==> config.mk <==
export PLATFORM = sky130hd
export DESIGN_NAME = top_black_border_detect
export DESIGN_NICKNAME = d
export VERILOG_FILES = /design/src/bbd_pkg.sv /design/src/bbd_cfg.sv /design/src/bbd_probe.sv /design/src/top_black_border_detect.sv
export SDC_FILE = /design/constraint.sdc
export NUM_CORES = 1
export LEC_CHECK = 0
export ABC_CLOCK_PERIOD_IN_PS = 12400
export BUFFER_PORTS_ARGS = -buffer_cell sky130_fd_sc_hd__buf_2
export CAP_MARGIN = 10
export CELL_PAD_IN_SITES_DETAIL_PLACEMENT = 1
export CELL_PAD_IN_SITES_GLOBAL_PLACEMENT = 2
export CORE_ASPECT_RATIO = 1.25
export CORE_UTILIZATION = 42
export CTS_BUF_LIST = sky130_fd_sc_hd__clkbuf_8
export DETAILED_ROUTE_END_ITERATION = 10
export GPL_TIMING_DRIVEN = 0
export PLACE_DENSITY = 0.89
export SYNTH_ARGS = -nofsm -noshare
export SYNTH_HDL_FRONTEND = slang
export SYNTH_SLANG_ARGS = --single-unit
==> constraint.sdc <==
create_clock -name clk_i -period 12.4 [get_ports clk_i]
set_input_delay 1.86 -clock clk_i [delete_from_list [all_inputs] [get_ports clk_i]]
set_output_delay 1.86 -clock clk_i [all_outputs]
set_load 0.005 [all_outputs]
==> src/bbd_pkg.sv <==
// ----------------------------------------------------------------------------
// Black border detect package
// Shared sizes, reset values, configuration codes and the types that pass
// between the configuration block, the probe unit and the top level.
// ----------------------------------------------------------------------------
package bbd_pkg;

  localparam int MaxProbes  = 16;
  localparam int MaxDim     = 4096;
  localparam int DimW       = $clog2(MaxDim);
  localparam int CfgW       = 12;
  localparam int RowW       = 10;
  localparam int PidxW      = $clog2(MaxProbes);
  localparam int PcntW      = $clog2(MaxProbes + 1);
  localparam int NpcW       = DimW + 1;
  localparam int OffW       = DimW + PcntW;
  localparam int CfgIdxW    = 1;

  localparam int WidthRst   = 1920;
  localparam int HeightRst  = 1080;

  // floor(w / 10) == (w * 3277) >> 15 for every w below 2**CfgW
  localparam int RecipMul   = 3277;
  localparam int RecipShift = 15;

  typedef enum logic [CfgIdxW-1:0] {
    CfgFrameWidth  = 1'b0,
    CfgFrameHeight = 1'b1
  } cfg_idx_e;

  typedef struct packed {
    logic [DimW-1:0] spacing;
    logic [DimW-1:0] w_last;
    logic [DimW-1:0] h_last;
    logic [DimW-1:0] row_limit;
  } cfg_t;

  typedef struct packed {
    logic frame_start;
    logic nonzero;
  } pix_t;

  typedef struct packed {
    logic            last;
    logic [RowW-1:0] border_rows;
    logic            agree;
  } res_t;

endpackage

==> src/bbd_cfg.sv <==
// ----------------------------------------------------------------------------
// Black border detect configuration
// Holds frame width and height in the derived form the probe unit needs:
// probe spacing, last column, last row and the scanned row limit.
// ----------------------------------------------------------------------------
module bbd_cfg
  import bbd_pkg::*;
(
  input  logic               clk_i,
  input  logic               rst_ni,
  input  logic               cfg_we_i,
  input  logic [CfgIdxW-1:0] cfg_idx_i,
  input  logic [CfgW-1:0]    cfg_wdata_i,
  output cfg_t               cfg_o
);

  cfg_t              cfg_q;
  logic [CfgW-1:0]   eff;
  logic [2*CfgW-1:0] prod;
  logic [DimW-1:0]   quot;

  always_comb begin
    eff  = (cfg_wdata_i == '0) ? CfgW'(1) : cfg_wdata_i;
    prod = (2*CfgW)'(eff) * (2*CfgW)'(RecipMul);
    quot = DimW'(prod >> RecipShift);
  end

  always_ff @(posedge clk_i or negedge rst_ni) begin
    if (!rst_ni) begin
      cfg_q.spacing   <= DimW'(WidthRst / 10);
      cfg_q.w_last    <= DimW'(WidthRst - 1);
      cfg_q.h_last    <= DimW'(HeightRst - 1);
      cfg_q.row_limit <= DimW'(HeightRst / 4);
    end else if (cfg_we_i) begin
      unique case (cfg_idx_e'(cfg_idx_i))
        CfgFrameWidth: begin
          cfg_q.spacing <= (quot == '0) ? DimW'(1) : quot;
          cfg_q.w_last  <= DimW'(eff) - DimW'(1);
        end
        CfgFrameHeight: begin
          cfg_q.h_last    <= DimW'(eff) - DimW'(1);
          cfg_q.row_limit <= DimW'(eff >> 2);
        end
      endcase
    end
  end

  assign cfg_o = cfg_q;

endmodule

==> src/bbd_probe.sv <==
// ----------------------------------------------------------------------------
// Black border detect probe unit
// Tracks the raster position, records the first lit row at each probe
// column and forms the agreement result on the last pixel of a frame.
// ----------------------------------------------------------------------------
module bbd_probe
  import bbd_pkg::*;
(
  input  logic clk_i,
  input  logic rst_ni,
  input  cfg_t cfg_i,
  input  pix_t pix_i,
  input  logic pix_go_i,
  output res_t res_o
);

  logic [DimW-1:0]      col_q, col_d, col;
  logic [DimW-1:0]      row_q, row_d, row;
  logic [NpcW-1:0]      npc_q, npc_d, npc;
  logic [PcntW-1:0]     pidx_q, pidx_d, pidx;
  logic [MaxProbes-1:0] found_q, found_eff, found_d;
  logic [RowW-1:0]      first_q [MaxProbes];
  logic [RowW-1:0]      first_d [MaxProbes];
  logic [RowW-1:0]      val     [MaxProbes];
  logic [PidxW-1:0]     idx;
  logic                 hit, take, wr, sel, last_col, last, mismatch, active;
  logic [OffW-1:0]      offs;

  always_comb begin
    col       = pix_i.frame_start ? '0 : col_q;
    row       = pix_i.frame_start ? '0 : row_q;
    npc       = pix_i.frame_start ? '0 : npc_q;
    pidx      = pix_i.frame_start ? '0 : pidx_q;
    found_eff = pix_i.frame_start ? '0 : found_q;
    idx       = pidx[PidxW-1:0];

    hit  = (NpcW'(col) == npc);
    take = hit && (pidx < PcntW'(MaxProbes));
    wr   = take && (row < cfg_i.row_limit) && pix_i.nonzero && !found_eff[idx];

    mismatch = 1'b0;
    for (int k = 0; k < MaxProbes; k++) begin
      sel         = wr && (idx == PidxW'(k));
      found_d[k]  = found_eff[k] | sel;
      first_d[k]  = sel ? row[RowW-1:0] : first_q[k];
      val[k]      = found_d[k] ? first_d[k] : '0;
      offs        = OffW'(k) * OffW'(cfg_i.spacing);
      active      = (offs <= OffW'(cfg_i.w_last));
      mismatch    = mismatch | (active && (val[k] != val[0]));
    end

    last_col = (col >= cfg_i.w_last);
    last     = last_col && (row >= cfg_i.h_last);

    npc_d  = hit  ? npc + NpcW'(cfg_i.spacing) : npc;
    pidx_d = take ? pidx + PcntW'(1) : pidx;
    row_d  = row;
    col_d  = col + DimW'(1);
    if (last_col) begin
      col_d  = '0;
      row_d  = last ? '0 : row + DimW'(1);
      npc_d  = '0;
      pidx_d = '0;
    end

    res_o.last        = last;
    res_o.agree       = !mismatch;
    res_o.border_rows = mismatch ? '0 : val[0];
  end

  always_ff @(posedge clk_i or negedge rst_ni) begin
    if (!rst_ni) begin
      col_q   <= '0;
      row_q   <= '0;
      npc_q   <= '0;
      pidx_q  <= '0;
      found_q <= '0;
    end else if (pix_go_i) begin
      col_q   <= col_d;
      row_q   <= row_d;
      npc_q   <= npc_d;
      pidx_q  <= pidx_d;
      found_q <= found_d;
    end
  end

  always_ff @(posedge clk_i) begin
    if (pix_go_i) begin
      first_q <= first_d;
    end
  end

  a_pidx_bound: assert property (@(posedge clk_i) disable iff (!rst_ni)
    pidx_q <= PcntW'(MaxProbes))
    else $error("probe index past probe count");

  a_start_clears: assert property (@(posedge clk_i) disable iff (!rst_ni)
    (pix_go_i && pix_i.frame_start) |=> ($countones(found_q) <= 1))
    else $error("probe store not cleared at frame start");

endmodule

==> src/top_black_border_detect.sv <==
// ----------------------------------------------------------------------------
// Top black border detect
// Finds the height of a black bar at the top of a frame from probe columns.
//
// Pixels enter on the input channel (in_valid_i / in_stall_o) one beat per
// pixel, in raster order, with frame_start_i marking the first pixel of a
// frame. Each beat is held in an input register and processed from there;
// the block takes one pixel every clock cycle unless the input stalls.
// On the last pixel of a frame one result beat leaves on the output channel
// (out_valid_o / out_stall_i); it is loaded into the output register when
// that pixel is processed from the input register. The output
// register holds a result while the receiver stalls; pixels keep flowing,
// and the input stalls only when a second frame result is ready while the
// first is still held.
// Width (register 0) and height (register 1) come through the plain write
// port; the user must write them only while the block is idle (unchecked).
// Reset loads a 1920 x 1080 frame size, clears the position counters and
// the probe store and empties both registers.
// ----------------------------------------------------------------------------
module top_black_border_detect
  import bbd_pkg::*;
(
  input  logic               clk_i,
  input  logic               rst_ni,
  input  logic               cfg_we_i,
  input  logic [CfgIdxW-1:0] cfg_idx_i,
  input  logic [CfgW-1:0]    cfg_wdata_i,
  input  logic               in_valid_i,
  output logic               in_stall_o,
  input  logic               frame_start_i,
  input  logic [7:0]         red_i,
  input  logic [7:0]         green_i,
  input  logic [7:0]         blue_i,
  output logic               out_valid_o,
  input  logic               out_stall_i,
  output logic [RowW-1:0]    border_rows_o,
  output logic               probes_agree_o
);

  cfg_t            cfg;
  res_t            res;
  pix_t            pix_q;
  logic            pix_valid_q, pix_valid_d;
  logic            out_valid_q, out_valid_d;
  logic [RowW-1:0] border_q;
  logic            agree_q;
  logic            go, in_acc, out_load;

  bbd_cfg u_cfg (
    .clk_i       (clk_i),
    .rst_ni      (rst_ni),
    .cfg_we_i    (cfg_we_i),
    .cfg_idx_i   (cfg_idx_i),
    .cfg_wdata_i (cfg_wdata_i),
    .cfg_o       (cfg)
  );

  bbd_probe u_probe (
    .clk_i    (clk_i),
    .rst_ni   (rst_ni),
    .cfg_i    (cfg),
    .pix_i    (pix_q),
    .pix_go_i (go),
    .res_o    (res)
  );

  always_comb begin
    go          = pix_valid_q && !(res.last && out_valid_q && out_stall_i);
    in_stall_o  = pix_valid_q && !go;
    in_acc      = in_valid_i && !in_stall_o;
    out_load    = go && res.last;
    pix_valid_d = in_acc ? 1'b1 : (go ? 1'b0 : pix_valid_q);
    out_valid_d = out_load ? 1'b1 : (out_valid_q && out_stall_i);
  end

  always_ff @(posedge clk_i or negedge rst_ni) begin
    if (!rst_ni) begin
      pix_valid_q <= 1'b0;
      out_valid_q <= 1'b0;
    end else begin
      pix_valid_q <= pix_valid_d;
      out_valid_q <= out_valid_d;
    end
  end

  always_ff @(posedge clk_i) begin
    if (in_acc) begin
      pix_q.frame_start <= frame_start_i;
      pix_q.nonzero     <= ((red_i | green_i | blue_i) != 8'd0);
    end
    if (out_load) begin
      border_q <= res.border_rows;
      agree_q  <= res.agree;
    end
  end

  assign out_valid_o    = out_valid_q;
  assign border_rows_o  = border_q;
  assign probes_agree_o = agree_q;

  a_stall_needs_item: assert property (@(posedge clk_i) disable iff (!rst_ni)
    in_stall_o |-> pix_valid_q)
    else $error("input stalled with empty input register");

  a_result_source: assert property (@(posedge clk_i) disable iff (!rst_ni)
    $rose(out_valid_q) |-> $past(go && res.last))
    else $error("result beat without a last pixel");

  a_disagree_zero: assert property (@(posedge clk_i) disable iff (!rst_ni)
    (out_valid_q && !agree_q) |-> (border_q == '0))
    else $error("nonzero border on disagreeing probes");

endmodule

**Yosys cells after proc, flatten, opt, wreduce, memory -nomap -nowiden**

Index checks and enable logic that the tools add are counted.

- Add/subtract/negate cells: 5
- Multipliers: 12
- Div/mod/pow operators: 0
- Order comparisons: 20
- Equality and inequality tests: 31
- Shift-type cells: 0
- Multiplexer cells: 51
- Bitwise gates (word level): 33
- Reduce and logical (&&, ||, !) cells: 55

Operator list:

| kind | count |
|---|---|
| $mux W10 | 32 |
| $ne A10 B10 Y1 | 15 |
| $le A16 B12 Y1 | 7 |
| $mux W12 | 6 |
| $mul A4 B12 Y16 const A | 4 |
| $le A15 B12 Y1 | 4 |
| $mul A3 B12 Y15 const A | 4 |
| $logic_and A1 B1 Y1 | 43 |
| $mul A2 B12 Y14 const A | 3 |
| $mux W13 | 3 |
| $eq A4 B4 Y1 const B | 8 |
| $or A1 B1 Y1 | 30 |
| $le A14 B12 Y1 | 2 |
| $add A12 B1 Y12 const B | 2 |
| $ge A12 B12 Y1 | 2 |
| $logic_not A12 Y1 | 2 |
| $mul A12 B12 Y24 const B | 1 |
| $eq A4 B3 Y1 const B | 4 |
| $mux W16 | 1 |
| $or A8 B8 Y8 | 2 |
| $mux W5 | 3 |
| $add A13 B12 Y13 | 1 |
| $eq A12 B13 Y1 | 1 |
| $le A13 B12 Y1 | 1 |
| 17 further kinds | 26 |

- Register bits: 279
- Bits in latches: 0
- Bits in writable memories: 0
- Bits in read-only memories: 0
- Bits of input ports: 43
- Output and inout bits: 13
- Memories kept: 0

**Depth between registers and ports, before layout**

- Depth after elaboration: 26
- Mapped depth: 27

**Hierarchy**

A second synthesis with hierarchy kept.

- Cell total of the unflattened synthesis: 3633
- Area, all modules: 31607.8 um^2

By module, submodules not included:

| module | instances | cells each | area each (um^2) |
|---|---|---|---|
| bbd_probe | 1 | 3077 | 26187.6 |
| bbd_cfg | 1 | 523 | 4879.7 |
| top_black_border_detect | 1 | 33 | 540.5 |

**Worst setup path before layout**

OpenSTA, ideal clock, no wires.

- Kind: register to register
- From: reg pix_q[1] (netlist name)
- To: reg u_probe.row_q[8]
- Arrival: 9225 ps
- Slack: 2815 ps
- Cell stages (with the launch flop): 23
- Buffers on the path: 8
- Period minus slack after synthesis: 9585 ps
- Cells stage by stage: edfxtp_1 > buf_2 > clkbuf_1 > clkbuf_1 > clkbuf_1 > clkbuf_1 > buf_1 > clkbuf_1 > nor2b_1 > ha_1 > a21o_1 > a21o_1 > a21o_1 > a21o_1 > a21o_1 > a21o_1 > a21oi_1 > o21a_1 > or4_1 > o21ai_0 > clkinv_1 > clkbuf_1 > o221ai_1

- Longest elaborated chain between the ends: 7
- Elaborated cells on any way between the ends: 12

RTL lines:

| element | line | source |
|---|---|---|
| start: declaration | top_black_border_detect.sv:42 | `pix_t pix_q;` |
| $mux W12 (on tied branches) | bbd_probe.sv:30, bbd_probe.sv:31 |  |
| $ge A12 B12 Y1 (on tied branches) | bbd_probe.sv:52, bbd_probe.sv:53 |  |
| $logic_and A1 B1 Y1 (*) | bbd_probe.sv:53 | `last = last_col && (row >= cfg_i.h_last);` |
| $logic_and A1 B1 Y1 (*) (2 in series) | top_black_border_detect.sv:68 | `go = pix_valid_q && !(res.last && out_valid_q && out_stall_i);` |
| $logic_not A1 Y1 (*) | top_black_border_detect.sv:68 |  |
| $logic_and A1 B1 Y1 (*) | top_black_border_detect.sv:68 |  |
| via go | top_black_border_detect.sv:47 | `logic go, in_acc, out_load;` |
| end signal: assignment | bbd_probe.sv:80 | `row_q <= row_d;` |
| end: declaration | bbd_probe.sv:18 | `logic [DimW-1:0] row_q, row_d, row;` |

Mark *: on every way through the listed nets, which the timed path passes. The rest lies on a longest branch.
A chain may end at the register's enable or synchronous reset.

**Worst setup path after layout**

- From: reg pix_q[1] (netlist name)
- To: reg border_q[6], in the netlist border_rows_o[6] (data pin)

- Longest elaborated chain between the ends: 25
- Elaborated cells on any way between the ends: 139

RTL lines:

| element | line | source |
|---|---|---|
| parallel branches: the longest is 25 deep, another holds $lt A12 B10 Y1 | - |  |
| end signal: assignment | top_black_border_detect.sv:92 | `border_q <= res.border_rows;` |
| end: declaration | top_black_border_detect.sv:45 | `logic [RowW-1:0] border_q;` |

Parallel ways; which one is timed is not known. The select of a mux whose other input is x is not followed.

==> results.md <==
Placed design:
- Port buffering added 55 buffers.
- OpenSTA, run right after detailed placement, puts the worst setup slack at 2.48 ns.
- The cell count after placement is 4157.
- Routability-driven placement finished with a final weighted congestion of 1.03.
- The HPWL after detailed placement is 97.4 mm.
- In this run the cell area measured after placement is 29900 um^2.

STA:
- Setup repair after global routing left no endpoint under its margin.
- The maximum frequency from static timing analysis is 95.7 MHz.
- In the finished design, the share of the clock period the worst path needs comes to 0.843.
- Clock skew on the completed layout was measured at 0.0627 ns.
- The hold violation count in the final report is 0.
- The minimum clock period is 10.45 ns.
- The number of pins with negative max-slew slack in the final report is 0.
- The worst relative slew slack is 0.0321.
- The slew at the pin with the worst max-slew slack is 1.45 ns.
- Setup violations remaining at the end of the flow were counted as 0.
- The post-route worst setup slack is 1.95 ns.

Clock tree:
- The later-pin clock latency in the skew report is 0.70 ns.
- The post-cts sizing count is 0.
- In this run the post-CTS setup repair buffer count came out at 0.
- The hold buffer count at cts is 0.
- Clock-pin slew was measured on the worst setup and hold paths at 0.06 ns.
- The H-tree was split into 2 levels.
- In this run the deepest clock path goes through 3 buffers.
- The CTS tree is built.
- CTS saw 276 sinks.
- The total CTS buffers is 50.
- The tree is rooted in a clkbuf_8.

Logic synthesis:
- The cell with the most instances after synthesis is nand2_1.
- In this run, synthesis produced a sequential element count of 276.
- Of all flip-flops after synthesis, the portion carrying an async set or reset was 0.373.
- The share of the synthesized area in the top cell type is 0.184.
- The cell area that synthesis handed to floorplanning was 28300 um^2.
- In the post-synthesis netlist, the biggest area contributors are edfxtp_1 18%, ha_1 16%, dfrtp_1 7.2%.
- For this run, the register share of the synthesized area comes to 0.276.
- The unique cell type count in the Yosys netlist is 103.
- The number of nets in the synthesized netlist is 3700.
- The synthesis warning total is 0.
- The main flop type after synthesis is edfxtp_1.
- The dominant cell type by area after synthesis is edfxtp_1.
- The number of enable flip-flop cells after synthesis is 173.
- After technology mapping, the gate count stands at 3222.
- The average size of a mapped cell is 8.77 um^2.
- Ranked by instance count, the synthesized netlist is headed by 396 x nand2_1, 357 x ha_1, 287 x o21ai_0.

Worst setup path:
- In this run the worst setup path terminates at border_rows_o[6]$_SDFFCE_PP0P_.
- The worst setup path is launched from a register.
- The capture point of the worst reg-to-reg path is border_rows_o[6]$_SDFFCE_PP0P_.
- In this run the critical register-to-register path is launched from pix_q[1]$_DFFE_PP_.
- The arrival time at the worst endpoint is 10.94 ns.
- The largest driver fanout on the critical path is 11.
- The capturing element type of the critical path is a register.
- The critical path is of the reg2reg type.
- The path depth of the worst reg2reg path is 23.
- The reg-to-reg setup timing slack is 1.95 ns.
- STA puts the critical path data required time at 12.89 ns.
- The most critical setup path has its startpoint at pix_q[1]$_DFFE_PP_.

Power:
- VDD sags by at most 193 uV.
- The overall power of the completed layout is 7.77 mW.
- The leakage dissipation is 13.9 nW.
- The power density relative to cell area is 251 nW/um^2.

Detailed routing:
- After the first detailed-routing iteration, the DRC count stood at 1751.
- The number of vias after detailed routing is 27100.
- In the routed layout, each cell is associated on average with a via count of 6.36.
- Before antenna repair, the detailed router went through 9 iterations.
- The DRC violation count after routing is 4.
- For this block, the routed nets add up to 128 mm of wire.
- In the final routed layout, each cell accounts on average for 30.0 um.
- The number of antenna-violating nets in the routed design is 0.

Hold path:
- The worst hold path class is reg2reg.

Floorplan:
- The die extent in y is 292 um.
- The die covers 68400 um^2.
- The standard cell core area is 66700 um^2.
- The number of rows in the core area is 106.
- During I/O placement, the number of pins put on the boundary was 56.
- The initial utilization of the core area, before any placement, comes to 0.424.
- The overall die width is 234 um.

Outcome:
- The run finished, with violations left.
- The checks that failed: design-rule violations.

GRT:
- The number of global-route vias before repair is 28500.
- The largest net degree at the start of global routing is 76.
- The initial antenna violation count is 6.
- The first-pass GRT wire length is 185 mm.
- The aggregate global-route resource usage is 0.371.
- For this run the aggregate overflow at the end of global routing stands at 0.

Layout:
- Of the cells placed in the final design, the portion with a size suffix greater than 1 is 0.0802.
- The finished layout holds 4257 standard cells, fillers aside.
- The number of nets in the final layout is 3826.
- The post-route cell area is 30900 um^2.
- The filler cells instantiated in the layout total 7863.
- From synthesis to final layout, the design area changed by 9.45%.

Job:
- Across the run, the number of max-cap violations was 0.
-- registers in the layout, indices dropped and copies added (netlist names) --
signal           flops
out_valid_o          1
pix_q                2
border_rows_o       10
u_probe.found_q     16
u_cfg.cfg_o         43
probes_agree_o       1
u_probe.first_q    160
u_probe.pidx_q       5
u_probe.row_q       12
u_probe.npc_q       13
u_probe.col_q       12
pix_valid_q          1
-- worst min-delay path by stage --
stage / cells past startpoint / from / to
finish: 2 / u_cfg.cfg_o[28]$_DFFE_PN1P_ / u_cfg.cfg_o[28]$_DFFE_PN1P_
global route: 2 / u_cfg.cfg_o[32]$_DFFE_PN1P_ / u_cfg.cfg_o[32]$_DFFE_PN1P_
detailed placement: 2 / u_cfg.cfg_o[16]$_DFFE_PN1P_ / u_cfg.cfg_o[16]$_DFFE_PN1P_
CTS: 2 / u_cfg.cfg_o[14]$_DFFE_PN1P_ / u_cfg.cfg_o[14]$_DFFE_PN1P_
floorplan: 2 / u_cfg.cfg_o[0]$_DFFE_PN0P_ / u_cfg.cfg_o[0]$_DFFE_PN0P_
global placement: 2 / u_cfg.cfg_o[9]$_DFFE_PN0P_ / u_cfg.cfg_o[9]$_DFFE_PN0P_
-- critical path, cell delays in order (launching register included) --
cell       delay (ns)
edfxtp_1         0.51
buf_2            0.27
inv_1            0.20
clkbuf_1         0.51
nand2_1          0.74
inv_1            0.29
clkbuf_1         0.61
clkbuf_1         1.03
ha_1             0.27
and3_1           0.20
o2111ai_1        0.16
o31ai_2          0.95
buf_2            0.45
buf_2            0.43
clkbuf_1         0.66
nor4_1           0.17
o22ai_1          0.21
o221ai_1         0.17
nor4_1           0.30
a311oi_1         0.27
a2111oi_2        1.10
nand4_1          0.32
buf_4            0.29
nor2_2           0.10
-- per-layer routing --
| layer | up-vias | GRT usage | wire length [um] |
|---|---|---|---|
| li1 | 11900 | - | - |
| met1 | 13600 | 0.419 | 48400 |
| met2 | 1113 | 0.626 | 61000 |
| met3 | 461 | 0.0641 | 7540 |
| met4 | 6 | 0.264 | 10500 |
| met5 | - | 0 | 40 |
-- layout by cell type (no fill, tap or decap), drive strengths merged, types with 11 or more instances in the layout --
| master | instances |
|---|---|
| nand2 | 396 |
| ha | 357 |
| inv | 293 |
| o21ai | 292 |
| clkbuf | 181 |
| edfxtp | 173 |
| xnor2 | 143 |
| a21oi | 143 |
| buf | 119 |
| nor2 | 118 |
| nand3 | 98 |
| a21o | 92 |
| dfrtp | 81 |
| fa | 78 |
| a31oi | 52 |
| nor2b | 51 |
| xor2 | 48 |
| mux2i | 43 |
| nor3 | 42 |
| nand4 | 40 |
| nor4 | 39 |
| a22oi | 36 |
| o21a | 35 |
| and3 | 28 |
| o21bai | 25 |
| and2 | 23 |
| a22o | 22 |
| dfstp | 22 |
| o31ai | 22 |
| o22ai | 21 |
| a211oi | 19 |
| a21boi | 18 |
| nand2b | 17 |
| or3 | 16 |
| and4 | 12 |
| a221oi | 11 |
| o211ai | 11 |
| mux2 | 11 |
| clkinv | 11 |
-- report_power, final --
part | internal [mW] | switching (mW)
sequential | 1.09 | 0.211
combinational | 2.29 | 3.26
clock | 0.468 | 0.447
total | 3.85 | 3.92
-- final cells by class --
class / instances / area, um^2 / area share
tap: 864 / 1080 / 0.0349
clock inverter: 36 / 205 / 0.00663
antenna: 3 / 7.51 / 0.000243
inverter: 270 / 1010 / 0.0328
clock buffer: 58 / 798 / 0.0258
sequential: 276 / 7800 / 0.252
multi-input combinational: 2508 / 18800 / 0.607
timing repair buffer: 74 / 547 / 0.0177
buffer: 168 / 719 / 0.0233
-- logic make-up after synthesis --
family,synth area share
flops,0.276
buf+inv,0.0611
xor+xnor,0.0592
fa+ha+maj,0.214
simple gates,0.156
mux,0.0242
compound gates,0.209
-- metrics by stage --
| stage | hold slack [ns] | utilization | setup TNS [ns] |
|---|---|---|---|
| floorplan | 0.450 | - | 0 |
| global placement | 0.468 | 0.444 | -441.83 |
| detailed placement | 0.480 | 0.448 | 0 |
| CTS | 0.492 | 0.463 | 0 |
| global route | 0.519 | 0.464 | 0 |
| finish | 0.489 | 0.464 | 0 |
No activity file was read; power rests on OpenSTA's default activity.
